<file path="src/rtl/dzv_pkg.sv">
// Shared widths, register indexes, stream constants and types for the
// delta, zigzag and varint block encoder. No dependencies.
package dzv_pkg;

  localparam int VAL_W     = 16;
  localparam int PRED_W    = 20;
  localparam int DIFF_W    = 21;
  localparam int Q_W       = 21;
  localparam int Z_W       = 21;
  localparam int STEP_W    = 8;
  localparam int RECIP_W   = 9;
  localparam int PROD_W    = 31;
  localparam int SHIFT_W   = PROD_W - 8;
  localparam int CFG_W     = 9;
  localparam int CFG_IDX_W = 3;
  localparam int CH_N      = 6;
  localparam int CH_W      = 3;
  localparam int GRP_W     = 2;
  localparam int GRP_N     = 4;
  localparam int BYTE_W    = 8;
  localparam int SMALL_W   = 5;

  localparam logic [PROD_W-1:0] ROUND_K = PROD_W'(128);

  // Register indexes on the configuration port.
  localparam logic [CFG_IDX_W-1:0] REG_STEP_LUMA      = 3'd0;
  localparam logic [CFG_IDX_W-1:0] REG_STEP_CHROMA    = 3'd1;
  localparam logic [CFG_IDX_W-1:0] REG_STEP_LSPREAD   = 3'd2;
  localparam logic [CFG_IDX_W-1:0] REG_STEP_CSPREAD   = 3'd3;
  localparam logic [CFG_IDX_W-1:0] REG_RECIP_LUMA     = 3'd4;
  localparam logic [CFG_IDX_W-1:0] REG_RECIP_CHROMA   = 3'd5;
  localparam logic [CFG_IDX_W-1:0] REG_RECIP_LSPREAD  = 3'd6;
  localparam logic [CFG_IDX_W-1:0] REG_RECIP_CSPREAD  = 3'd7;

  // Register groups shared by the channels.
  localparam logic [GRP_W-1:0] GRP_LUMA    = 2'd0;
  localparam logic [GRP_W-1:0] GRP_CHROMA  = 2'd1;
  localparam logic [GRP_W-1:0] GRP_LSPREAD = 2'd2;
  localparam logic [GRP_W-1:0] GRP_CSPREAD = 2'd3;

  localparam logic [1:0] MODE_THREE   = 2'd0;
  localparam logic [1:0] MODE_FOUR    = 2'd1;
  localparam logic [1:0] MODE_SIX     = 2'd2;
  localparam logic [1:0] MODE_SIX_ALT = 2'd3;

  localparam logic [CH_W-1:0] LAST_CH_THREE = 3'd2;
  localparam logic [CH_W-1:0] LAST_CH_FOUR  = 3'd3;
  localparam logic [CH_W-1:0] LAST_CH_SIX   = 3'd5;

  localparam logic [BYTE_W-1:0] VI2_TAG   = 8'h80;
  localparam logic [BYTE_W-1:0] VI3_TAG   = 8'hC0;
  localparam logic [BYTE_W-1:0] ZERO_BYTE = 8'h00;

  typedef logic [VAL_W-1:0]  val_t;
  typedef logic [PRED_W-1:0] pred_t;
  typedef logic [Z_W-1:0]    z_t;
  typedef logic [CH_W-1:0]   ch_t;

  typedef struct packed {
    logic start;
    logic four;
    logic six;
  } emit_req_t;

  typedef struct packed {
    logic busy;
    logic done;
  } emit_stat_t;

  function automatic logic [GRP_W-1:0] chan_group(input ch_t ch);
    logic [GRP_W-1:0] g;
    unique case (ch) inside
      3'd0:       g = GRP_LUMA;
      3'd1, 3'd2: g = GRP_CHROMA;
      3'd3:       g = GRP_LSPREAD;
      default:    g = GRP_CSPREAD;
    endcase
    return g;
  endfunction

endpackage

</file>
<file path="src/rtl/delta_zigzag_varint_encoder.sv">
// Top level of the delta, zigzag and varint block encoder: predictors,
// configuration registers and the channel sequencer. Depends on dzv_pkg,
// dzv_mul and dzv_emit.
//
// One block item is accepted when in_valid is high and in_stall low; the
// encoder then stalls its input while it works through the active channels
// (three, four or six, by mode) one at a time on a single shared multiplier,
// in these steps: scale the difference by the reciprocal, round and
// saturate, multiply the quantized delta by the step, update the predictor.
// The encoded bytes (one to nineteen) then leave one per cycle through the
// output register while out_stall is low, the final byte flagged by out_last.
// The next item is taken while the final byte still waits in the output
// register. Step and reciprocal registers must only be written while idle.
module delta_zigzag_varint_encoder import dzv_pkg::*; (
  input  logic                 clk,
  input  logic                 rst_n,
  input  logic                 in_valid,
  output logic                 in_stall,
  input  logic [1:0]           in_mode,
  input  logic                 in_restart,
  input  logic [VAL_W-1:0]     in_luma_avg,
  input  logic [VAL_W-1:0]     in_u_avg,
  input  logic [VAL_W-1:0]     in_v_avg,
  input  logic [VAL_W-1:0]     in_luma_spread,
  input  logic [VAL_W-1:0]     in_u_spread,
  input  logic [VAL_W-1:0]     in_v_spread,
  output logic                 out_valid,
  input  logic                 out_stall,
  output logic [BYTE_W-1:0]    out_byte,
  output logic                 out_last,
  input  logic                 cfg_we,
  input  logic [CFG_IDX_W-1:0] cfg_index,
  input  logic [CFG_W-1:0]     cfg_data
);

  localparam logic [2:0] ST_IDLE  = 3'd0;
  localparam logic [2:0] ST_MULD  = 3'd1;
  localparam logic [2:0] ST_QUANT = 3'd2;
  localparam logic [2:0] ST_MULS  = 3'd3;
  localparam logic [2:0] ST_UPD   = 3'd4;
  localparam logic [2:0] ST_EMIT  = 3'd5;

  logic [2:0]            state_r;
  logic [2:0]            state_nxt;
  ch_t                   ch_r;
  ch_t                   lastch_r;
  logic                  four_r;
  logic                  six_r;
  val_t                  val_r   [CH_N];
  pred_t                 pred_r  [CH_N];
  z_t [CH_N-1:0]         z_r;
  logic signed [Q_W-1:0] q_r;
  logic [STEP_W-1:0]     step_r  [GRP_N];
  logic [RECIP_W-1:0]    recip_r [GRP_N];

  logic                     accept;
  logic [GRP_W-1:0]         grp;
  pred_t                    cur_pred;
  val_t                     cur_val;
  logic signed [DIFF_W-1:0] diff;
  logic signed [DIFF_W-1:0] mul_a;
  logic [RECIP_W-1:0]       mul_b;
  logic signed [PROD_W-1:0] prod;
  logic signed [PROD_W-1:0] rounded;
  logic signed [SHIFT_W-1:0] scaled;
  logic signed [Q_W-1:0]    qsat;
  z_t                       zz;
  ch_t                      lastch_in;
  logic                     four_in;
  logic                     six_in;
  emit_req_t                emit_req;
  emit_stat_t               emit_stat;

  assign accept   = in_valid && !in_stall;
  assign in_stall = (state_r != ST_IDLE);

  assign grp      = chan_group(ch_r);
  assign cur_pred = pred_r[ch_r];
  assign cur_val  = val_r[ch_r];
  assign diff     = $signed({{(DIFF_W - VAL_W){1'b0}}, cur_val}) -
                    $signed({{(DIFF_W - PRED_W){cur_pred[PRED_W-1]}}, cur_pred});

  assign mul_a = (state_r == ST_MULS) ? q_r : diff;
  assign mul_b = (state_r == ST_MULS) ? {1'b0, step_r[grp]} : recip_r[grp];

  dzv_mul u_mul (
    .clk  (clk),
    .op_a (mul_a),
    .op_b (mul_b),
    .prod (prod)
  );

  // An arithmetic shift floors, which matches rounding towards minus infinity.
  assign rounded = prod + ROUND_K;
  assign scaled  = rounded[PROD_W-1:8];

  always_comb begin
    if (scaled[SHIFT_W-1:Q_W-1] == '0 || scaled[SHIFT_W-1:Q_W-1] == '1) begin
      qsat = scaled[Q_W-1:0];
    end else if (scaled[SHIFT_W-1]) begin
      qsat = {1'b1, {(Q_W - 1){1'b0}}};
    end else begin
      qsat = {1'b0, {(Q_W - 1){1'b1}}};
    end
  end

  assign zz = {qsat[Q_W-2:0], 1'b0} ^ {Z_W{qsat[Q_W-1]}};

  always_comb begin
    unique case (in_mode) inside
      MODE_THREE: begin
        lastch_in = LAST_CH_THREE;
        four_in   = 1'b0;
        six_in    = 1'b0;
      end
      MODE_FOUR: begin
        lastch_in = LAST_CH_FOUR;
        four_in   = 1'b1;
        six_in    = 1'b0;
      end
      MODE_SIX, MODE_SIX_ALT: begin
        lastch_in = LAST_CH_SIX;
        four_in   = 1'b1;
        six_in    = 1'b1;
      end
      default: begin
        lastch_in = LAST_CH_THREE;
        four_in   = 1'b0;
        six_in    = 1'b0;
      end
    endcase
  end

  always_comb begin
    state_nxt = state_r;
    unique case (state_r)
      ST_IDLE:  if (accept) state_nxt = ST_MULD;
      ST_MULD:  state_nxt = ST_QUANT;
      ST_QUANT: state_nxt = ST_MULS;
      ST_MULS:  state_nxt = ST_UPD;
      ST_UPD:   state_nxt = (ch_r == lastch_r) ? ST_EMIT : ST_MULD;
      ST_EMIT:  if (emit_stat.done) state_nxt = ST_IDLE;
      default:  state_nxt = ST_IDLE;
    endcase
  end

  assign emit_req.start = (state_r == ST_UPD) && (ch_r == lastch_r);
  assign emit_req.four  = four_r;
  assign emit_req.six   = six_r;

  always_ff @(posedge clk) begin
    if (!rst_n) begin
      state_r <= ST_IDLE;
      ch_r    <= '0;
      for (int i = 0; i < CH_N; i++) begin
        pred_r[i] <= '0;
      end
      for (int g = 0; g < GRP_N; g++) begin
        step_r[g]  <= STEP_W'(1);
        recip_r[g] <= RECIP_W'(256);
      end
    end else begin
      state_r <= state_nxt;
      if (accept) begin
        ch_r <= '0;
        if (in_restart) begin
          for (int i = 0; i < CH_N; i++) begin
            pred_r[i] <= '0;
          end
        end
      end else if (state_r == ST_UPD) begin
        pred_r[ch_r] <= cur_pred + prod[PRED_W-1:0];
        ch_r         <= ch_r + CH_W'(1);
      end
      if (cfg_we) begin
        unique case (cfg_index)
          REG_STEP_LUMA:     step_r[GRP_LUMA]     <= cfg_data[STEP_W-1:0];
          REG_STEP_CHROMA:   step_r[GRP_CHROMA]   <= cfg_data[STEP_W-1:0];
          REG_STEP_LSPREAD:  step_r[GRP_LSPREAD]  <= cfg_data[STEP_W-1:0];
          REG_STEP_CSPREAD:  step_r[GRP_CSPREAD]  <= cfg_data[STEP_W-1:0];
          REG_RECIP_LUMA:    recip_r[GRP_LUMA]    <= cfg_data;
          REG_RECIP_CHROMA:  recip_r[GRP_CHROMA]  <= cfg_data;
          REG_RECIP_LSPREAD: recip_r[GRP_LSPREAD] <= cfg_data;
          REG_RECIP_CSPREAD: recip_r[GRP_CSPREAD] <= cfg_data;
          default: ;
        endcase
      end
    end
  end

  // Channels left out by the mode keep a zero zigzag value, so the
  // formatter can look at all six without knowing which are active.
  always_ff @(posedge clk) begin
    if (accept) begin
      val_r[0] <= in_luma_avg;
      val_r[1] <= in_u_avg;
      val_r[2] <= in_v_avg;
      val_r[3] <= in_luma_spread;
      val_r[4] <= in_u_spread;
      val_r[5] <= in_v_spread;
      lastch_r <= lastch_in;
      four_r   <= four_in;
      six_r    <= six_in;
      z_r      <= '0;
    end else if (state_r == ST_QUANT) begin
      q_r        <= qsat;
      z_r[ch_r]  <= zz;
    end
  end

  dzv_emit u_emit (
    .clk       (clk),
    .rst_n     (rst_n),
    .req       (emit_req),
    .z         (z_r),
    .out_stall (out_stall),
    .out_valid (out_valid),
    .out_byte  (out_byte),
    .out_last  (out_last),
    .stat      (emit_stat)
  );

  a_accept_starts_first_channel: assert property (@(posedge clk) disable iff (!rst_n)
    accept |=> state_r == ST_MULD && ch_r == '0)
    else $error("transaction accepted without starting at the first channel");

  a_idle_means_formatter_free: assert property (@(posedge clk) disable iff (!rst_n)
    !in_stall |-> !emit_stat.busy)
    else $error("input ready while the formatter still has bytes to send");

  a_finish_leaves_last_byte: assert property (@(posedge clk) disable iff (!rst_n)
    state_r == ST_EMIT && emit_stat.done |=> out_valid && out_last)
    else $error("item finished without a final byte in the output register");

  a_start_after_last_channel: assert property (@(posedge clk) disable iff (!rst_n)
    emit_req.start |-> !emit_stat.busy && ch_r == lastch_r)
    else $error("formatter started before all channels were quantized");

endmodule

</file>
<file path="src/rtl/dzv_mul.sv">
// Shared signed multiplier with a registered product, used for both the
// delta scaling and the predictor step. Depends on dzv_pkg.
module dzv_mul import dzv_pkg::*; (
  input  logic                     clk,
  input  logic signed [DIFF_W-1:0] op_a,
  input  logic [RECIP_W-1:0]       op_b,
  output logic signed [PROD_W-1:0] prod
);

  logic signed [PROD_W-1:0] prod_nxt;
  logic signed [PROD_W-1:0] prod_r;

  assign prod_nxt = PROD_W'($signed(op_a) * $signed({1'b0, op_b}));

  always_ff @(posedge clk) begin
    prod_r <= prod_nxt;
  end

  assign prod = prod_r;

endmodule

</file>
<file path="src/rtl/dzv_emit.sv">
// Byte formatter and output register: turns the six zigzag values into a
// zero byte, a packed word or a mask byte with varints. Depends on dzv_pkg.
module dzv_emit import dzv_pkg::*; (
  input  logic                clk,
  input  logic                rst_n,
  input  emit_req_t           req,
  input  z_t [CH_N-1:0]       z,
  input  logic                out_stall,
  output logic                out_valid,
  output logic [BYTE_W-1:0]   out_byte,
  output logic                out_last,
  output emit_stat_t          stat
);

  localparam logic [1:0] FMT_ZERO = 2'd0;
  localparam logic [1:0] FMT_PACK = 2'd1;
  localparam logic [1:0] FMT_VAR  = 2'd2;

  typedef struct packed {
    logic found;
    ch_t  idx;
  } pick_t;

  // Lowest set bit of the mask at or above the given channel.
  function automatic pick_t first_set(input logic [CH_N-1:0] m, input ch_t from);
    pick_t p;
    p.found = 1'b0;
    p.idx   = '0;
    for (int i = CH_N - 1; i >= 0; i--) begin
      if (m[i] && (CH_W'(i) >= from)) begin
        p.found = 1'b1;
        p.idx   = CH_W'(i);
      end
    end
    return p;
  endfunction

  logic              busy_r;
  logic [1:0]        fmt_r;
  logic [1:0]        lastb_r;
  logic [1:0]        bi_r;
  logic              hdr_r;
  ch_t               ech_r;
  logic [1:0]        eb_r;
  logic              out_valid_r;
  logic [BYTE_W-1:0] out_byte_r;
  logic              out_last_r;

  logic [CH_N-1:0]   nzmask;
  logic              anyz;
  logic              fits5;
  logic [31:0]       word;
  pick_t             first_pick;
  pick_t             next_pick;
  z_t                zc;
  logic [1:0]        vlen;
  logic [1:0]        vrem;
  logic [BYTE_W-1:0] vbyte;
  logic              vend;
  logic              advance;
  logic [BYTE_W-1:0] byte_nxt;
  logic              last_nxt;

  always_comb begin
    fits5 = 1'b1;
    for (int i = 0; i < CH_N; i++) begin
      nzmask[i] = |z[i];
      if (|z[i][Z_W-1:SMALL_W]) begin
        fits5 = 1'b0;
      end
    end
  end

  assign anyz = |nzmask;

  // Inactive channels hold zero, so their fields add nothing to the word.
  assign word = {z[5][4:0], z[4][4:0], req.six, z[3][4:0],
                 z[2][4:0], z[1][4:0], z[0][4:0], 1'b1};

  assign first_pick = first_set(nzmask, '0);
  assign next_pick  = first_set(nzmask, ech_r + CH_W'(1));

  assign zc = z[ech_r];

  always_comb begin
    if (zc[Z_W-1:7] == '0) begin
      vlen = 2'd1;
    end else if (zc[Z_W-1:14] == '0) begin
      vlen = 2'd2;
    end else begin
      vlen = 2'd3;
    end
  end

  assign vrem = vlen - 2'd1 - eb_r;
  assign vend = (eb_r == vlen - 2'd1);

  always_comb begin
    case (vrem)
      2'd0:    vbyte = zc[7:0];
      2'd1:    vbyte = (vlen == 2'd2) ? (VI2_TAG | {2'b00, zc[13:8]}) : zc[15:8];
      default: vbyte = VI3_TAG | {3'b000, zc[20:16]};
    endcase
  end

  always_comb begin
    unique case (fmt_r)
      FMT_ZERO: begin
        byte_nxt = ZERO_BYTE;
        last_nxt = 1'b1;
      end
      FMT_PACK: begin
        byte_nxt = BYTE_W'(word >> {bi_r, 3'b000});
        last_nxt = (bi_r == lastb_r);
      end
      FMT_VAR: begin
        if (hdr_r) begin
          byte_nxt = {1'b0, nzmask, 1'b0};
          last_nxt = 1'b0;
        end else begin
          byte_nxt = vbyte;
          last_nxt = vend && !next_pick.found;
        end
      end
      default: begin
        byte_nxt = ZERO_BYTE;
        last_nxt = 1'b1;
      end
    endcase
  end

  assign advance = busy_r && (!out_valid_r || !out_stall);

  always_ff @(posedge clk) begin
    if (!rst_n) begin
      busy_r      <= 1'b0;
      hdr_r       <= 1'b0;
      out_valid_r <= 1'b0;
    end else begin
      if (req.start) begin
        busy_r <= 1'b1;
        hdr_r  <= anyz && !fits5;
      end else if (advance) begin
        if (last_nxt) begin
          busy_r <= 1'b0;
        end
        hdr_r <= 1'b0;
      end
      if (advance) begin
        out_valid_r <= 1'b1;
      end else if (!out_stall) begin
        out_valid_r <= 1'b0;
      end
    end
  end

  always_ff @(posedge clk) begin
    if (req.start) begin
      if (!anyz) begin
        fmt_r <= FMT_ZERO;
      end else if (fits5) begin
        fmt_r <= FMT_PACK;
      end else begin
        fmt_r <= FMT_VAR;
      end
      lastb_r <= req.six ? 2'd3 : (req.four ? 2'd2 : 2'd1);
      bi_r    <= '0;
      ech_r   <= first_pick.idx;
      eb_r    <= '0;
    end else if (advance) begin
      bi_r <= bi_r + 2'd1;
      if (fmt_r == FMT_VAR && !hdr_r) begin
        if (vend) begin
          ech_r <= next_pick.idx;
          eb_r  <= '0;
        end else begin
          eb_r <= eb_r + 2'd1;
        end
      end
    end
    if (advance) begin
      out_byte_r <= byte_nxt;
      out_last_r <= last_nxt;
    end
  end

  assign out_valid = out_valid_r;
  assign out_byte  = out_byte_r;
  assign out_last  = out_last_r;
  assign stat.busy = busy_r;
  assign stat.done = advance && last_nxt;

  a_var_points_at_nonzero: assert property (@(posedge clk) disable iff (!rst_n)
    busy_r && fmt_r == FMT_VAR && !hdr_r |-> nzmask[ech_r])
    else $error("varint channel pointer rests on a zero channel");

  a_hdr_only_in_var: assert property (@(posedge clk) disable iff (!rst_n)
    hdr_r |-> busy_r && fmt_r == FMT_VAR)
    else $error("mask byte pending outside varint format");

  a_pack_index_bound: assert property (@(posedge clk) disable iff (!rst_n)
    busy_r && fmt_r == FMT_PACK |-> bi_r <= lastb_r)
    else $error("packed word byte index ran past its length");

endmodule

</file>
<file path="config.mk">
export PLATFORM = sky130hd
export DESIGN_NAME = delta_zigzag_varint_encoder
export DESIGN_NICKNAME = d
export VERILOG_FILES = /design/src/rtl/dzv_pkg.sv /design/src/rtl/delta_zigzag_varint_encoder.sv /design/src/rtl/dzv_mul.sv /design/src/rtl/dzv_emit.sv
export SDC_FILE = /design/constraint.sdc
export NUM_CORES = 1
export LEC_CHECK = 0
export BUFFER_PORTS_ARGS = -buffer_cell sky130_fd_sc_hd__clkbuf_2
export CORE_MARGIN = 4
export CORE_UTILIZATION = 57
export DETAILED_ROUTE_END_ITERATION = 6
export GPL_ROUTABILITY_DRIVEN = 0
export GPL_TIMING_DRIVEN = 0
export PLACE_DENSITY = 0.78
export SYNTH_ARGS = -nofsm -noshare
export SYNTH_HDL_FRONTEND = slang
export SYNTH_SLANG_ARGS = --single-unit
</file>
<file path="constraint.sdc">
create_clock -name clk -period 8.3 [get_ports clk]
set_input_delay 0.83 -clock clk [delete_from_list [all_inputs] [get_ports clk]]
set_output_delay 0.83 -clock clk [all_outputs]
set_load 0.05 [all_outputs]
</file>
==> Word level (Yosys, flattened, before mapping) <==
Memory sizes are Yosys's and may differ from the RTL's. A register that Yosys moved wholly into a read port is not among the register bits.
Index checks and enable logic that the tools add are counted.
{ "totals": {"register_bits": 212, "ramBits": 284, "in_bits": 116, "output_inout_bits": 11, "wordCells": 271, "n_memories": 4} }
{ "mem_list": {"columns": ["name", "words", "word_bits", "read_ports", "rd_clocked_by_memory_dff", "wr", "line_no", "rtl"], "rows": [
  ["pred_r", 6, 20, 1, 1, 6, "delta_zigzag_varint_encoder.sv:50", "pred_t pred_r [CH_N];"],
  ["val_r", 6, 16, 1, 1, 6, "delta_zigzag_varint_encoder.sv:49", "val_t val_r [CH_N];"],
  ["recip_r", 4, 9, 1, 0, 4, "delta_zigzag_varint_encoder.sv:54", "logic [RECIP_W-1:0] recip_r [GRP_N];"],
  ["step_r", 4, 8, 1, 0, 4, "delta_zigzag_varint_encoder.sv:53", "logic [STEP_W-1:0] step_r [GRP_N];"]
]} }
{ "classes": {"addsub": 9, "n_mul": 1, "order_cmp": 9, "eq_ne": 29, "n_shift": 1, "mux": 121, "bitwise_logic": 17, "n_reduce_logical": 57} }
{ "ops": {"columns": ["operator", "count"], "rows": [
  ["$mux W20", 7],
  ["$bwmux W126", 1],
  ["$reduce_or A126 Y1", 1],
  ["$reduce_or A21 Y1", 6],
  ["$mux W21", 5],
  ["$reduce_or A16 Y1", 6],
  ["$bmux W21 S3", 1],
  ["$demux W21 S3", 1],
  ["$mux W1", 61],
  ["$mux W3", 18],
  ["$mux W8", 6],
  ["$mux W9", 5],
  ["$pmux W8 S2", 2],
  ["$shr A32 B5 Y8", 1],
  ["$add A31 B8 Y31 const B", 1],
  ["$mul A21 B10 Y31", 1],
  ["$mux W4", 6],
  ["$eq A3 B3 Y1 const B", 7],
  ["$sub A17 B20 Y21", 1],
  ["$xor A21 B21 Y21", 1],
  ["$add A20 B20 Y20", 1],
  ["$reduce_or A20 Y1", 1],
  ["$eq A3 B2 Y1 const B", 6],
  ["$pmux W3 S6", 1],
  ["35 further kinds", 97]
]} }

==> Depth between registers and ports, before layout <==
{ "depth": {"ltp_word": 16, "depth_mapped": 35, "ltp_nobuf": 32} }

==> Modules after synthesis <==
Synthesis repeated with hierarchy kept, for this count alone.
{ "hier_totals": {"hier_cells": 2980, "area_unflattened_um2": 32560.0} }
{ "modules_own_cells": {"columns": ["module", "n_inst", "cells_each", "area_each_um2", "seq_area_each_um2"], "rows": [
  ["delta_zigzag_varint_encoder", 1, 1806, 21832.2, 13212.7],
  ["dzv_mul", 1, 803, 7349.5, 620.6],
  ["dzv_emit", 1, 371, 3378.2, 620.6]
]} }

==> Worst setup path after synthesis <==
OpenSTA, ideal clock, no wires.
{ "synth_timing": {"path_type": "reg2reg", "startpoint": "reg with a tool-made name", "endpoint": "reg u_mul.prod_r[29], in the netlist u_mul.prod[29]", "setup_time_ns": 0.072, "t_arrival_ns": 8.941, "t_required_ns": 8.228, "path_slack_ns": -0.714, "path_stages_with_launch": 32, "path_buffers": 3, "period_less_slack_ns": 9.014, "path_cell_list": "dfxtp_1 > clkbuf_1 > clkbuf_1 > buf_1 > mux4_2 > mux2i_1 > ha_1 > nor2b_1 > o31a_1 > o31ai_1 > a311oi_1 > o21ai_0 > a21oi_1 > o31ai_1 > nand2_1 > fa_1 > inv_1 > fa_1 > fa_1 > fa_1 > inv_1 > fa_1 > inv_1 > ha_1 > a211o_1 > a21oi_1 > o21a_1 > a21oi_1 > o21ai_0 > o211ai_1 > a31oi_1 > xnor2_1"} }
{ "synth_lines": {"columns": ["item", "line_no", "rtl"], "rows": [
  ["to (signal assigned)", "dzv_mul.sv:16", "prod_r <= prod_nxt;"],
  ["to (decl)", "dzv_mul.sv:11", "logic signed [PROD_W-1:0] prod_r;"]
]} }

==> results.toml <==
[run_status]
status = "finished, violations left"
violations = "negative setup slack"

[clock_tree]
root_buffer = "clkbuf_16"
clock_sinks = 539
numCtsBuffers = 55
clkTransAtPathRegs_ns = 0.06
cts_htree_levels = 2
clk_path_buf_depth = 3
clock_latency_ns = 0.63
cts_tree = "done"

[synthesis]
synth_xor_area_share_pct = 2.74
netlist_top_cells_count = "nor2_1 (374), edfxtp_1 (366), inv_1 (256)"
synth-simple-area-share_pct = 14.1
yosysTopAreaCell = "edfxtp_1"
synth_area_leaders = "edfxtp_1 (34%), dfxtp_1 (11%), fa_1 (9.8%)"
synth_top_area_share_pct = 34.4
synth_fp_nets = 3343
synth_compound_area_share_pct = 9.56
synthArstFlopShare_pct = 0
synth_area_per_cell_um2 = 10.8
ys_ff_latch = 539
synth_edf_count = 366
synthMuxAreaShare_pct = 9.19
seq_area_frac_synth_pct = 45.2
synth_flop_cell = "edfxtp_1"
synth_fa_ha_area_share_pct = 14.5
netlist_area_mm2 = 0.0319
synth.yosys.warnings = 0
synthCells = 2952
synth_top_family_by_area = "adder cells"
synth.most_common_cell = "nor2_1"
synth.distinct_cells = 70

[routing]
wirelength_um = 96900
drt_iter0_drc = 3588
ant_nets = 0
viasPerCell = 6.40
wl_per_cell_um = 24.1
route.detailed.drc = 0
first_pass_iters = 7
vias = 25700

[placed_design]
port_buffers = 126
placed_area_mm2 = 0.0337
hpwlAfterDp_um = 70800

[die]
dieHeight_um = 245
design.core.area_mm2 = 0.0553
die_w_um = 245
initial_core_util_pct = 57.8
dieArea_mm2 = 0.0599
ioPinCount = 127
row_count = 86

[timing]
skew_ns = 0.0281
hold_viol = 0
period_share_pct = 101
setup_viol = 2
timing.final.ws_setup_ns = -0.0515
rsz0062_at_grt = "yes"
fin_crit_ns = 8.35
tightest_slew_ns = 1.28
slew_headroom_pct = 13.6
final_max_slew_viol_count = 0
timing.fmax_mhz = 120
setup_tns_ns = -0.0855

[finish]
areaGrowthSynthToFinish_pct = 17.5
final_area_mm2 = 0.0375
fin_nets = 3615
layout-drive-gt1-share_pct = 18.6
final_core_util_pct = 67.8

[critical_path]
worst-path-buf-inv = 6
critPathTopFamily = "adder cells"
cp_max_fo = 8
critical_path_required_ns = 8.82
crit_path_frequent_cell = "fa_1"
crit_type = "flop to flop"
cp-start-kind = "flop"
end_kind = "flop"
cp_slowest_cell = "fa_1"
cp_slowest_stage_delay_ns = 0.54
crit_arrival_ns = 8.87

[job]
maxCapViolations = 0

[global_routing]
antenna_found_initial = 1
grt_start_max_net_pins = 66
grt_first_pass_wirelength_um = 145000
track_usage_pct = 31.2
grt_pass1_vias = 25300
grt_overflow = 0

[min_path]
hold_path_class = "primary input to flop"
## stage by stage
step	cells	setup WS, ns	hold slack (ns)
after floorplan	2952	0.00181	0.445
after global placement	3826	-2.07	0.478
after detailed placement	3832	-2.32	0.487
after CTS	3961	0.000593	0.368
after global routing	4016	-0.337	0.372
final	4017	-0.0515	0.383
## path summary, 6_finish.rpt
check / startpoint / end / slack [ns] / depth (start not counted)
max: flop / u_mul.prod[28] / -0.05 / 31
min: in_luma_spread[11] / val_r[3][11] / 0.38 / 1
max reg2reg: flop / u_mul.prod[28] / -0.05 / 31
min reg2reg: z_r[101] / z_r[101] / 0.49 / 2
## logic make-up (layout without fill, tap and decap cells)
| kind of cell | Yosys count | in the layout |
|---|---|---|
| AND/OR/NAND/NOR | 982 | 982 |
| flip-flops | 539 | 539 |
| AO/OA/AOI/OAI | 476 | 476 |
| buffers and inverters | 397 | 713 |
| adder cells (fa/ha/maj) | 275 | 275 |
| multiplexers | 186 | 186 |
| XOR/XNOR | 97 | 97 |
| other | 0 | 1 |
## routing by layer
| layer | global-route usage (%) | wire [um] | vias up | share of wire, % |
|---|---|---|---|---|
| met2 | 50.5 | 45200 | 1825 | 47 |
| met5 | 0 | 13 | - | 0.013 |
| met1 | 41.4 | 35800 | 12500 | 37 |
| li1 | - | - | 11000 | - |
| met3 | 7.78 | 11400 | 390 | 12 |
| met4 | 11.4 | 4530 | 2 | 4.7 |
## final cells by class
cell class	instances	area, um2
fill	3845	17800
clock inverter	23	225
antenna	1	2.50
sequential	539	14500
buffer	138	762
multi-input combinational	2016	17000
tap	748	936
inverter	256	961
clock buffer	78	1710
timing repair buffer	218	1450
## flip-flops by register name, summed over array words and instances (netlist names), 8 cells and up, named ones only
| signal | cells |
|---|---|
| val_r | 96 |
| step_r | 32 |
| z_r | 126 |
| pred_r | 160 |
| u_emit.out_byte | 8 |
| u_mul.prod | 31 |
| recip_r | 36 |
| q_r | 21 |
## what timing repair did
action                                  4_1_cts  5_1_grt
cloned                                        0        1
pin swaps                                    19       94
resized for setup                           142      154
setup buffers                                30       56
hold buffers                                  0        0
endpoints found under the setup margin       23       15
## cell usage in the layout, fill, tap and decap left out, types with 10 or more instances in the layout
| master | n |
|---|---|
| a31oi_1 | 11 |
| o21bai_1 | 10 |
| or3_1 | 15 |
| clkbuf_8 | 11 |
| clkbuf_2 | 139 |
| nand2_1 | 222 |
| nor3_1 | 46 |
| inv_1 | 251 |
| o21a_1 | 17 |
| nor2b_1 | 18 |
| nand4_1 | 17 |
| buf_1 | 11 |
| nand2_2 | 11 |
| buf_4 | 79 |
| nand2b_1 | 32 |
| and2_1 | 78 |
| o21ai_0 | 107 |
| a21oi_1 | 91 |
| ha_4 | 16 |
| a211oi_1 | 86 |
| a21o_1 | 23 |
| ha_1 | 99 |
| clkbuf_16 | 65 |
| nand3_1 | 83 |
| mux2i_1 | 66 |
| xnor2_1 | 48 |
| nor2_1 | 365 |
| xor2_1 | 38 |
| a221oi_1 | 25 |
| mux4_2 | 80 |
| edfxtp_1 | 366 |
| clkbuf_1 | 95 |
| fa_1 | 152 |
| dfxtp_1 | 170 |
| nor4_1 | 25 |
| mux2_2 | 14 |
| mux2i_4 | 11 |
Power is left out: the tool's default activity adds up to more than one toggle a clock period on the data nets, which glitch-free logic cannot reach.
